### config.mk
export PLATFORM = sky130hd
export DESIGN_NAME = rational_arith_reduce
export DESIGN_NICKNAME = d
export VERILOG_FILES = /design/src/hdl/rar_pkg.sv /design/src/hdl/rar_mult.sv /design/src/hdl/rar_alu.sv /design/src/hdl/rar_core.sv /design/src/hdl/rational_arith_reduce.sv
export SDC_FILE = /design/constraint.sdc
export NUM_CORES = 2
export LEC_CHECK = 0
export BUFFER_PORTS_ARGS = -buffer_cell sky130_fd_sc_hd__buf_2
export CAP_MARGIN = 20
export CORE_MARGIN = 8
export CORE_UTILIZATION = 40
export DETAILED_ROUTE_END_ITERATION = 6
export PLACE_DENSITY = 0.69
export RECOVER_POWER = 100
export SKIP_CTS_REPAIR_TIMING = 1
export SLEW_MARGIN = 10
export SYNTH_ARGS = -nofsm -noshare
export SYNTH_HDL_FRONTEND = slang
export SYNTH_SLANG_ARGS = --single-unit
### constraint.sdc
create_clock -name clock -period 9.4 [get_ports clock]
set_input_delay 1.41 -clock clock [delete_from_list [all_inputs] [get_ports clock]]
set_output_delay 1.41 -clock clock [all_outputs]
set_load 0.01 [all_outputs]
### src/hdl/rar_pkg.sv
// Shared types and constants of the rational add/sub/mul/div reducer.
// No dependencies; used by every module of the block.
package rar_pkg;

   localparam int OPERAND_WIDTH_DEF = 16;
   localparam int ACTION_WIDTH      = 2;
   localparam int RES_WIDTH         = 33;
   localparam int RSP_DATA_WIDTH    = ((2 * RES_WIDTH + 7) / 8) * 8;

   typedef enum logic [ACTION_WIDTH-1:0] {
      ACT_ADD = 2'd0,
      ACT_SUB = 2'd1,
      ACT_MUL = 2'd2,
      ACT_DIV = 2'd3
   } action_type;

   typedef enum logic {
      ALU_ADD     = 1'b0,
      ALU_ABSDIFF = 1'b1
   } alu_op_type;

   // Result flags handed from the sequencer to the output stage.
   typedef struct packed {
      logic num_neg;
      logic den_neg;
      logic status;
   } rar_flags_type;

endpackage

### src/hdl/rar_mult.sv
// Registered unsigned multiplier shared by the three cross products.
// Depends on nothing; the product is registered and appears in the cycle after the operands.
module rar_mult #(
   parameter int W = rar_pkg::OPERAND_WIDTH_DEF
) (
   input  logic           clock,
   input  logic [W-1:0]   a,
   input  logic [W-1:0]   b,
   output logic [2*W-1:0] p
);

   logic [2*W-1:0] p_ff;
   logic [2*W-1:0] p_in;

   assign p_in = a * b;

   always_ff @(posedge clock) begin
      p_ff <= p_in;
   end

   assign p = p_ff;

endmodule

### src/hdl/rar_alu.sv
// Shared add / absolute-difference unit with magnitude compare.
// Depends on rar_pkg for the operation code.
module rar_alu #(
   parameter int MW = 2 * rar_pkg::OPERAND_WIDTH_DEF
) (
   input  logic [MW-1:0]       a,
   input  logic [MW-1:0]       b,
   input  rar_pkg::alu_op_type op,
   output logic [MW-1:0]       y,
   output logic                lt
);

   logic          is_sub;
   logic [MW-1:0] big;
   logic [MW-1:0] small_op;
   logic [MW-1:0] addend;

   always_comb begin
      lt       = (a < b);
      is_sub   = (op == rar_pkg::ALU_ABSDIFF);
      big      = (is_sub && lt) ? b : a;
      small_op = (is_sub && lt) ? a : b;
      addend   = is_sub ? ~small_op : small_op;
      y        = big + addend + MW'(is_sub);
   end

endmodule

### src/hdl/rar_core.sv
// Sequencer and datapath: cross products, binary GCD, exact divisions.
// Depends on rar_pkg, rar_mult and rar_alu.
module rar_core #(
   parameter int W = rar_pkg::OPERAND_WIDTH_DEF
) (
   input  logic                   clock,
   input  logic                   reset,
   input  logic                   start,
   input  rar_pkg::action_type    action,
   input  logic [W-1:0]           a_num,
   input  logic [W-1:0]           a_den,
   input  logic [W-1:0]           b_num,
   input  logic [W-1:0]           b_den,
   output logic                   idle,
   output logic                   done,
   input  logic                   take,
   output logic [2*W-1:0]         num_mag,
   output logic [2*W-1:0]         den_mag,
   output rar_pkg::rar_flags_type flags
);

   localparam int MW = 2 * W;
   localparam int CW = $clog2(MW);

   typedef enum logic [3:0] {
      ST_IDLE, ST_MUL1, ST_MUL2, ST_MUL3, ST_COMB, ST_GCD, ST_DIVN, ST_DIVD, ST_DONE
   } state_type;

   state_type              state_ff, state_in;
   rar_pkg::action_type    act_ff, act_in;
   logic [W-1:0]           an_ff, an_in, ad_ff, ad_in, bn_ff, bn_in, bd_ff, bd_in;
   logic                   an_neg_ff, an_neg_in, ad_neg_ff, ad_neg_in;
   logic                   bn_neg_ff, bn_neg_in, bd_neg_ff, bd_neg_in;
   logic [MW-1:0]          p1_ff, p1_in, p2_ff, p2_in;
   logic [MW-1:0]          u_ff, u_in, v_ff, v_in, nq_ff, nq_in, dq_ff, dq_in;
   logic [CW-1:0]          cnt_ff, cnt_in;
   rar_pkg::rar_flags_type flags_ff, flags_in;

   logic [W-1:0]        mul_a, mul_b;
   logic [MW-1:0]       prod;
   logic [MW-1:0]       alu_a, alu_b, alu_y;
   logic                alu_lt;
   rar_pkg::alu_op_type alu_op;

   logic          s1, s2, num_neg, den_neg;
   logic [MW-1:0] num_raw, dvd, rem_sh;

   rar_mult #(.W(W)) u_mult (
      .clock (clock),
      .a     (mul_a),
      .b     (mul_b),
      .p     (prod)
   );

   rar_alu #(.MW(MW)) u_alu (
      .a  (alu_a),
      .b  (alu_b),
      .op (alu_op),
      .y  (alu_y),
      .lt (alu_lt)
   );

   // signs of the two numerator terms and of the denominator, zero products count as positive
   always_comb begin
      s1 = (an_neg_ff ^ ((act_ff == rar_pkg::ACT_MUL) ? bn_neg_ff : bd_neg_ff))
           & (p1_ff != '0);
      s2 = (ad_neg_ff ^ bn_neg_ff ^ (act_ff == rar_pkg::ACT_SUB)) & (p2_ff != '0);
      den_neg = (ad_neg_ff ^ ((act_ff == rar_pkg::ACT_DIV) ? bn_neg_ff : bd_neg_ff))
                & (prod != '0);
   end

   always_comb begin
      dvd    = (state_ff == ST_DIVN) ? nq_ff : dq_ff;
      rem_sh = {v_ff[MW-2:0], dvd[MW-1]};
   end

   // operand steering for the shared units
   always_comb begin
      case (state_ff)
         ST_MUL1: begin
            mul_a = an_ff;
            mul_b = (act_ff == rar_pkg::ACT_MUL) ? bn_ff : bd_ff;
         end
         ST_MUL2: begin
            mul_a = ad_ff;
            mul_b = bn_ff;
         end
         default: begin
            mul_a = ad_ff;
            mul_b = (act_ff == rar_pkg::ACT_DIV) ? bn_ff : bd_ff;
         end
      endcase
      case (state_ff)
         ST_COMB: begin
            alu_a  = p1_ff;
            alu_b  = p2_ff;
            alu_op = (s1 == s2) ? rar_pkg::ALU_ADD : rar_pkg::ALU_ABSDIFF;
         end
         ST_DIVN, ST_DIVD: begin
            alu_a  = rem_sh;
            alu_b  = u_ff;
            alu_op = rar_pkg::ALU_ABSDIFF;
         end
         default: begin
            alu_a  = u_ff;
            alu_b  = v_ff;
            alu_op = rar_pkg::ALU_ABSDIFF;
         end
      endcase
   end

   always_comb begin
      if ((act_ff == rar_pkg::ACT_MUL) || (act_ff == rar_pkg::ACT_DIV)) begin
         num_raw = p1_ff;
         num_neg = s1;
      end else begin
         num_raw = alu_y;
         num_neg = (s1 != s2 && alu_lt) ? s2 : s1;
      end
   end

   always_comb begin
      state_in  = state_ff;
      act_in    = act_ff;
      an_in     = an_ff;
      ad_in     = ad_ff;
      bn_in     = bn_ff;
      bd_in     = bd_ff;
      an_neg_in = an_neg_ff;
      ad_neg_in = ad_neg_ff;
      bn_neg_in = bn_neg_ff;
      bd_neg_in = bd_neg_ff;
      p1_in     = p1_ff;
      p2_in     = p2_ff;
      u_in      = u_ff;
      v_in      = v_ff;
      nq_in     = nq_ff;
      dq_in     = dq_ff;
      cnt_in    = cnt_ff;
      flags_in  = flags_ff;
      case (state_ff)
         ST_IDLE: begin
            if (start) begin
               act_in    = action;
               an_neg_in = a_num[W-1];
               ad_neg_in = a_den[W-1];
               bn_neg_in = b_num[W-1];
               bd_neg_in = b_den[W-1];
               an_in     = a_num[W-1] ? (~a_num + W'(1)) : a_num;
               ad_in     = a_den[W-1] ? (~a_den + W'(1)) : a_den;
               bn_in     = b_num[W-1] ? (~b_num + W'(1)) : b_num;
               bd_in     = b_den[W-1] ? (~b_den + W'(1)) : b_den;
               state_in  = ST_MUL1;
            end
         end
         ST_MUL1: state_in = ST_MUL2;
         ST_MUL2: begin
            p1_in    = prod;
            state_in = ST_MUL3;
         end
         ST_MUL3: begin
            p2_in    = prod;
            state_in = ST_COMB;
         end
         ST_COMB: begin
            flags_in.num_neg = num_neg;
            flags_in.den_neg = den_neg;
            flags_in.status  = 1'b0;
            if (prod == '0) begin
               // zero denominator: error, both fields zero
               nq_in            = '0;
               dq_in            = '0;
               flags_in.num_neg = 1'b0;
               flags_in.den_neg = 1'b0;
               flags_in.status  = 1'b1;
               state_in         = ST_DONE;
            end else if (num_raw == '0) begin
               // zero numerator reads as 0/1
               nq_in            = '0;
               dq_in            = MW'(1);
               flags_in.num_neg = 1'b0;
               flags_in.den_neg = 1'b0;
               state_in         = ST_DONE;
            end else begin
               u_in     = num_raw;
               v_in     = prod;
               nq_in    = num_raw;
               dq_in    = prod;
               state_in = ST_GCD;
            end
         end
         ST_GCD: begin
            if (v_ff == '0) begin
               // odd part of the gcd in u, common powers of two already removed
               cnt_in   = CW'(MW - 1);
               state_in = ST_DIVN;
            end else if (!u_ff[0] && !v_ff[0]) begin
               u_in  = u_ff >> 1;
               v_in  = v_ff >> 1;
               nq_in = nq_ff >> 1;
               dq_in = dq_ff >> 1;
            end else if (!u_ff[0]) begin
               u_in = u_ff >> 1;
            end else if (!v_ff[0]) begin
               v_in = v_ff >> 1;
            end else begin
               u_in = alu_lt ? u_ff : v_ff;
               v_in = alu_y;
            end
         end
         ST_DIVN, ST_DIVD: begin
            // restoring division, one quotient bit per cycle
            v_in = alu_lt ? rem_sh : alu_y;
            if (state_ff == ST_DIVN) begin
               nq_in = {nq_ff[MW-2:0], ~alu_lt};
            end else begin
               dq_in = {dq_ff[MW-2:0], ~alu_lt};
            end
            if (cnt_ff == '0) begin
               cnt_in = CW'(MW - 1);
               if (state_ff == ST_DIVN) begin
                  v_in     = '0;
                  state_in = ST_DIVD;
               end else begin
                  state_in = ST_DONE;
               end
            end else begin
               cnt_in = cnt_ff - CW'(1);
            end
         end
         ST_DONE: begin
            if (take) begin
               state_in = ST_IDLE;
            end
         end
         default: state_in = ST_IDLE;
      endcase
   end

   always_ff @(posedge clock) begin
      if (reset) begin
         state_ff <= ST_IDLE;
      end else begin
         state_ff <= state_in;
      end
      act_ff    <= act_in;
      an_ff     <= an_in;
      ad_ff     <= ad_in;
      bn_ff     <= bn_in;
      bd_ff     <= bd_in;
      an_neg_ff <= an_neg_in;
      ad_neg_ff <= ad_neg_in;
      bn_neg_ff <= bn_neg_in;
      bd_neg_ff <= bd_neg_in;
      p1_ff     <= p1_in;
      p2_ff     <= p2_in;
      u_ff      <= u_in;
      v_ff      <= v_in;
      nq_ff     <= nq_in;
      dq_ff     <= dq_in;
      cnt_ff    <= cnt_in;
      flags_ff  <= flags_in;
   end

   assign idle    = (state_ff == ST_IDLE);
   assign done    = (state_ff == ST_DONE);
   assign num_mag = nq_ff;
   assign den_mag = dq_ff;
   assign flags   = flags_ff;

endmodule

### src/hdl/rational_arith_reduce.sv
// Top level of the rational fraction reducer: stream ports, output register.
// Depends on rar_pkg and rar_core (which uses rar_mult and rar_alu).
//
//   Channel   Dir  Handshake             Payload
//   req_      in   req_tvalid/tready     action, a_num, a_den, b_num, b_den
//   rsp_      out  rsp_tvalid/tready     res_num, res_den; status in tuser
//
// One transaction runs through the multiply states MUL1, MUL2 and MUL3,
// the combine state, a data-dependent binary-GCD loop and two restoring
// divisions, numerator first; the GCD loop and the shared subtractor set
// its length. A zero numerator or denominator skips the loop and divisions.
// Reset is synchronous and clears only the sequencer and rsp_tvalid.
// req_tready is low while a transaction is in work; a finished result waits
// in the output register, so the next request is taken while rsp_ stalls.
module rational_arith_reduce #(
   parameter int OPERAND_WIDTH = rar_pkg::OPERAND_WIDTH_DEF
) (
   input  logic                               clock,
   input  logic                               reset,
   // request
   input  logic                               req_tvalid,
   output logic                               req_tready,
   // [1:0] action, then a_num, a_den, b_num, b_den (OPERAND_WIDTH each)
   input  logic [((rar_pkg::ACTION_WIDTH + 4 * OPERAND_WIDTH + 7) / 8) * 8 - 1:0] req_tdata,
   // response
   output logic                               rsp_tvalid,
   input  logic                               rsp_tready,
   // [32:0] res_num, [65:33] res_den, rest zero
   output logic [rar_pkg::RSP_DATA_WIDTH-1:0] rsp_tdata,
   // [0] status
   output logic                               rsp_tuser
);

   localparam int W    = OPERAND_WIDTH;
   localparam int MW   = 2 * W;
   localparam int RW   = rar_pkg::RES_WIDTH;
   localparam int XW   = (MW + 1 > RW) ? MW + 1 : RW;
   localparam int AW   = rar_pkg::ACTION_WIDTH;
   localparam int PADW = rar_pkg::RSP_DATA_WIDTH - 2 * RW;

   logic                   core_idle, core_done, core_take;
   logic [MW-1:0]          num_mag, den_mag;
   rar_pkg::rar_flags_type flags;

   logic [MW:0]            num_tc, den_tc;
   logic [XW-1:0]          num_x, den_x;

   logic                   rsp_valid_ff, rsp_valid_in;
   logic [RW-1:0]          rsp_num_ff, rsp_num_in, rsp_den_ff, rsp_den_in;
   logic                   rsp_status_ff, rsp_status_in;

   // unpack the request and hand it to the sequencer
   rar_core #(.W(W)) u_core (
      .clock   (clock),
      .reset   (reset),
      .start   (req_tvalid && core_idle),
      .action  (rar_pkg::action_type'(req_tdata[AW-1:0])),
      .a_num   (req_tdata[AW + W - 1     : AW]),
      .a_den   (req_tdata[AW + 2 * W - 1 : AW + W]),
      .b_num   (req_tdata[AW + 3 * W - 1 : AW + 2 * W]),
      .b_den   (req_tdata[AW + 4 * W - 1 : AW + 3 * W]),
      .idle    (core_idle),
      .done    (core_done),
      .take    (core_take),
      .num_mag (num_mag),
      .den_mag (den_mag),
      .flags   (flags)
   );

   assign req_tready = core_idle;

   // load the output slot when it is empty or being drained this cycle
   assign core_take = core_done && (!rsp_valid_ff || rsp_tready);

   // sign-magnitude to two's complement, wrap or extend to the result width
   always_comb begin
      num_tc = flags.num_neg ? (~{1'b0, num_mag} + (MW + 1)'(1)) : {1'b0, num_mag};
      den_tc = flags.den_neg ? (~{1'b0, den_mag} + (MW + 1)'(1)) : {1'b0, den_mag};
      num_x  = XW'(signed'(num_tc));
      den_x  = XW'(signed'(den_tc));
   end

   always_comb begin
      rsp_valid_in  = rsp_valid_ff;
      rsp_num_in    = rsp_num_ff;
      rsp_den_in    = rsp_den_ff;
      rsp_status_in = rsp_status_ff;
      if (rsp_valid_ff && rsp_tready) begin
         rsp_valid_in = 1'b0;
      end
      if (core_take) begin
         rsp_valid_in  = 1'b1;
         rsp_num_in    = num_x[RW-1:0];
         rsp_den_in    = den_x[RW-1:0];
         rsp_status_in = flags.status;
      end
   end

   always_ff @(posedge clock) begin
      if (reset) begin
         rsp_valid_ff <= 1'b0;
      end else begin
         rsp_valid_ff <= rsp_valid_in;
      end
      rsp_num_ff    <= rsp_num_in;
      rsp_den_ff    <= rsp_den_in;
      rsp_status_ff <= rsp_status_in;
   end

   assign rsp_tvalid = rsp_valid_ff;
   assign rsp_tdata  = {PADW'(0), rsp_den_ff, rsp_num_ff};
   assign rsp_tuser  = rsp_status_ff;

endmodule

==> results.md <==
| Quantity | This run | Unit |
|---|---|---|
| Run status | finished with violations | - |
| Failing checks | max-capacitance violations, max-slew violations | - |
| Transition time at the pin with the least slew margin | 4.76 | ns |
| Antenna Nets Post-Route | 0 | - |
| Via count of the first global-routing pass | 25800 | - |
| Maximum number of pins on one net before global-route repair | 137 | - |
| CTS tree | built | - |
| Worst Hold End | rsp_tuser | - |
| Number of synthesized register bits | 374 | - |
| Final Hold Vio Count | 0 | - |
| Final clock period utilization by the worst path | 93.2 | % |
| Largest delay contributor family on the critical path | adder cells | - |
| Longest individual stage delay on the worst path | 0.71 | ns |
| Highest Clock Rate | 0.114 | GHz |
| Worst hold-check path type | reg -> reg | - |
| Total routing resource utilization after global routing | 20.9 | % |
| Number of buffers created by CTS | 42 | - |
| Horiz. Die Dim | 299 | µm |
| Largest driver fanout on the critical path | 23 | - |
| Worst setup path class | reg -> reg | - |
| Number of cells produced by synthesis | 3364 | - |
| CTS H-Tree Depth | 2 | - |
| Share of async-settable or async-resettable flops after synthesis | 0 | % |
| Number of cell instances on the worst register-to-register path | 26 | - |
| Via-to-Cell Ratio | 5.81 | - |
| Post-synthesis xor/xnor area fraction | 4.66 | % |
| Die area | 89600 | µm² |
| Port Buffers | 138 | - |
| Synth Area in Simple Gates | 14.9 | % |
| Buffers and inverters on the worst path | 4 | - |
| Initial core utilization | 40.1 | % |
| Hold Path Stages | 0 | - |
| Setup slack, reg-to-reg | 0.64 | ns |
| Data required time at the worst endpoint | 9.86 | ns |
| Capture instance of the worst register-to-register path | u_core.u_mult.p[31] | - |
| Fin Setup TNS | 0 | ns |
| Standard cell with the maximum stage delay on the critical path | nor3_2 | - |
| Area fraction in compound gates after synthesis | 17.6 | % |
| Clock sinks | 374 | - |
| Worst EP arrival | 9.23 | ns |
| Max-capacitance violation count | 9 | - |
| Pre-antenna DRT Iters | 6 | - |
| Critical Path Most Common Cell | fa_1 | - |
| Post-synthesis sequential area ratio | 33.8 | % |
| Clock latency of the later-clocked register in the worst-skew pair | 0.61 | ns |
| Share of synthesized area spent on multiplexers | 4.33 | % |
| Count of warnings emitted by yosys | 0 | - |
| Setup violators final | 0 | - |
| Largest family of logic cells by synthesized area | adder cells | - |
| Fraction of final layout cells sized beyond drive strength 1 | 6.73 | % |
| Gp weighted congestion | 1.00 | - |
| Post-synth top flop | edfxtp_1 | - |
| Std cell rows | 104 | - |
| Number of antenna violations at the first check in global routing | 3 | - |
| Critical hold path startpoint | u_core.flags[0] | - |
| Overall routed net length | 96900 | µm |
| Post-synth cell types | 84 | - |
| Layout overhead on the synthesized area | 9.30 | % |
| Post-Synthesis Mean Instance Area | 9.55 | µm² |
| Drt first-iter violations | 2537 | - |
| Capturing element type of the critical path | register | - |
| Ports | 151 | - |
| Total DRC errors in the routed layout | 0 | - |
| Wire per inst | 21.3 | µm |
| Area share of fa/ha/maj cells after synthesis | 18.9 | % |
| Slew margin rel. | -217 | % |
| Hpwl dp | 73100 | µm |
| Startpoint class of the critical path | register | - |
| Pins over their slew limit | 433 | - |
| Longest Clk Path Bufs | 3 | - |
| Congestion Overflow GR | 0 | - |
| Count of vias placed by the detailed router | 26400 | - |
| Final critical path time including I/O delays and setup | 8.76 | ns |
| Maximum clock skew at final layout | 0.0306 | ns |
| Vertical die dimension | 299 | µm |
| Clock transition at the registers of the reported paths | 0.06 | ns |
| Area of the placeable core | 80000 | µm² |
| Setup repair after global routing missed its margin | no | - |
| Post-synth EDFFs | 337 | - |
| Global-route wire length before repair | 150000 | µm |
| Post-Synthesis Cell Area | 32100 | µm² |
| Root cell of the clock tree | clkbuf_16 | - |
| Nets@finish | 3889 | - |
| RR Startpoint | u_core.state_ff[2] | - |
==> flip-flops by register name, indices dropped and copies added, names as in the netlist <==
signal,cells
rsp_tuser,1
u_core.v_ff,32
u_core.act_ff,2
u_core.an_ff,16
u_core.state_ff,4
u_core.ad_ff,16
rsp_den_ff,33
u_core.an_neg_ff,1
u_core.flags,3
u_core.num_mag,32
u_core.bd_neg_ff,1
u_core.p2_ff,32
rsp_tvalid,1
u_core.ad_neg_ff,1
u_core.p1_ff,32
u_core.den_mag,32
rsp_num_ff,33
u_core.cnt_ff,5
u_core.bn_ff,16
u_core.u_ff,32
u_core.u_mult.p,32
u_core.bd_ff,16
u_core.bn_neg_ff,1
==> cell families after synthesis <==
family                   Yosys count
AND/OR/NAND/NOR                 1003
AO/OA/AOI/OAI                    828
buffers and inverters            487
flip-flops                       374
adder cells (fa/ha/maj)          367
XOR/XNOR                         171
multiplexers                     133
other                              1
==> synthesized netlist by cell type, drive strengths merged, types with 6 or more instances <==
library cell | n | area (µm²)
nor2 | 222 | 836
o211ai | 36 | 270
o21bai | 15 | 113
a22oi | 63 | 473
nand2b | 21 | 131
a211oi | 38 | 285
o21ai | 167 | 840
nor4b | 6 | 58.8
nand3b | 65 | 488
a221o | 34 | 340
clkbuf | 151 | 567
nor2b | 32 | 200
a31oi | 17 | 113
nand2 | 414 | 1550
xor2 | 30 | 263
o31ai | 62 | 611
o41ai | 17 | 149
mux2i | 96 | 973
or2 | 8 | 50.1
nand4 | 27 | 169
buf | 39 | 209
and3 | 11 | 68.8
and4 | 6 | 52.6
fa | 195 | 3900
dfxtp | 37 | 741
a21o | 35 | 263
nand3 | 38 | 190
a221oi | 34 | 298
o221ai | 29 | 254
or4 | 14 | 105
nor4 | 40 | 265
or3 | 30 | 188
o21a | 9 | 67.6
inv | 296 | 1110
edfxtp | 337 | 10100
and2 | 19 | 119
a21oi | 222 | 1130
nor3 | 38 | 190
ha | 172 | 2150
a21boi | 6 | 48.8
o31a | 6 | 52.6
mux2 | 37 | 417
xnor2 | 141 | 1230
a211o | 9 | 78.8
==> worst register-to-register path: cells and delay by family, from the launching register on <==
| kind | cells | cell delay (ns) |
|---|---|---|
| adders and majority gates | 7 | 2.90 |
| AOI/OAI and AO/OA | 9 | 2.69 |
| and+or+nand+nor | 3 | 1.05 |
| muxes | 1 | 0.59 |
| buffers and inverters | 4 | 0.55 |
| DFF | 1 | 0.51 |
| xor gates and xnor gates | 2 | 0.36 |
==> cell usage in the layout, fill, tap and decap left out, types with 31 or more instances in the layout <==
master     synthesis  final
a211oi_1          38     37
a21o_1            35     35
a21oi_1          218    219
a221o_1           34     34
a221oi_1          34     34
a22oi_1           63     63
buf_2              2     57
buf_4              6     49
clkbuf_1         151    114
clkbuf_16          0     43
dfxtp_1           37     37
edfxtp_1         337    337
fa_1             195    195
ha_1             172    172
inv_1            296    296
mux2i_1           95     96
nand2_1          414    414
nand3_1           38     37
nand3b_1          65     65
nor2_1           221    221
nor2b_1           32     31
nor3_1            38     36
nor4_1            39     39
o211ai_1          36     36
o21ai_0          162    163
o31ai_1           33     61
xnor2_1          141    141
==> through the flow <==
| stage | cell area (µm²) | instances | hold WS (ns) | worst slack, ns | utilization (%) |
|---|---|---|---|---|---|
| final | 35100 | 4537 | 0.443 | 0.635 | 43.9 |
| after detailed placement | 34200 | 4461 | 0.431 | 0.929 | 42.8 |
| after global placement | 34200 | 4461 | 0.408 | 1.06 | 42.8 |
| after global routing | 35100 | 4536 | 0.444 | 0.117 | 43.9 |
| after floorplan | 32200 | 3369 | 0.400 | 0.151 | - |
| after CTS | 35500 | 4535 | 0.442 | 0.903 | 44.4 |
==> worst max path at each step <==
stage                       start                   to  slack, ns  cells past startpoint
2_1_floorplan  u_core.state_ff[2]      u_core.u_ff[10]       0.15                     32
3_3_place_gp   u_core.state_ff[3]  u_core.u_mult.p[31]       1.06                     28
3_5_place_dp   u_core.state_ff[2]  u_core.u_mult.p[31]       0.93                     28
4_1_cts        u_core.state_ff[2]  u_core.u_mult.p[31]       0.90                     28
5_1_grt        u_core.state_ff[3]      u_core.u_ff[14]       0.12                     30
6_report       u_core.state_ff[2]  u_core.u_mult.p[31]       0.64                     26
==> per-layer routing <==
metal	vias to the layer above	GRT usage, %	share of wire [%]
met5	-	0	0.020
met4	2	10.0	5.3
met3	239	3.97	8.3
met2	1178	33.8	45
met1	12700	27.0	41
li1	12200	-	-
==> area by class of cell <==
type	instances	area, µm²
fillers	7680	44900
diodes	1	2.50
clock buffers	48	1070
inverters	297	1110
well taps	1060	1330
repair buffers	223	1230
multi-input cells	2508	19300
clock inverters	26	211
flip-flops and latches	374	10900
Power is not shown: default switching activity piles up to over one toggle a cycle in this logic, so the estimate is an artifact.
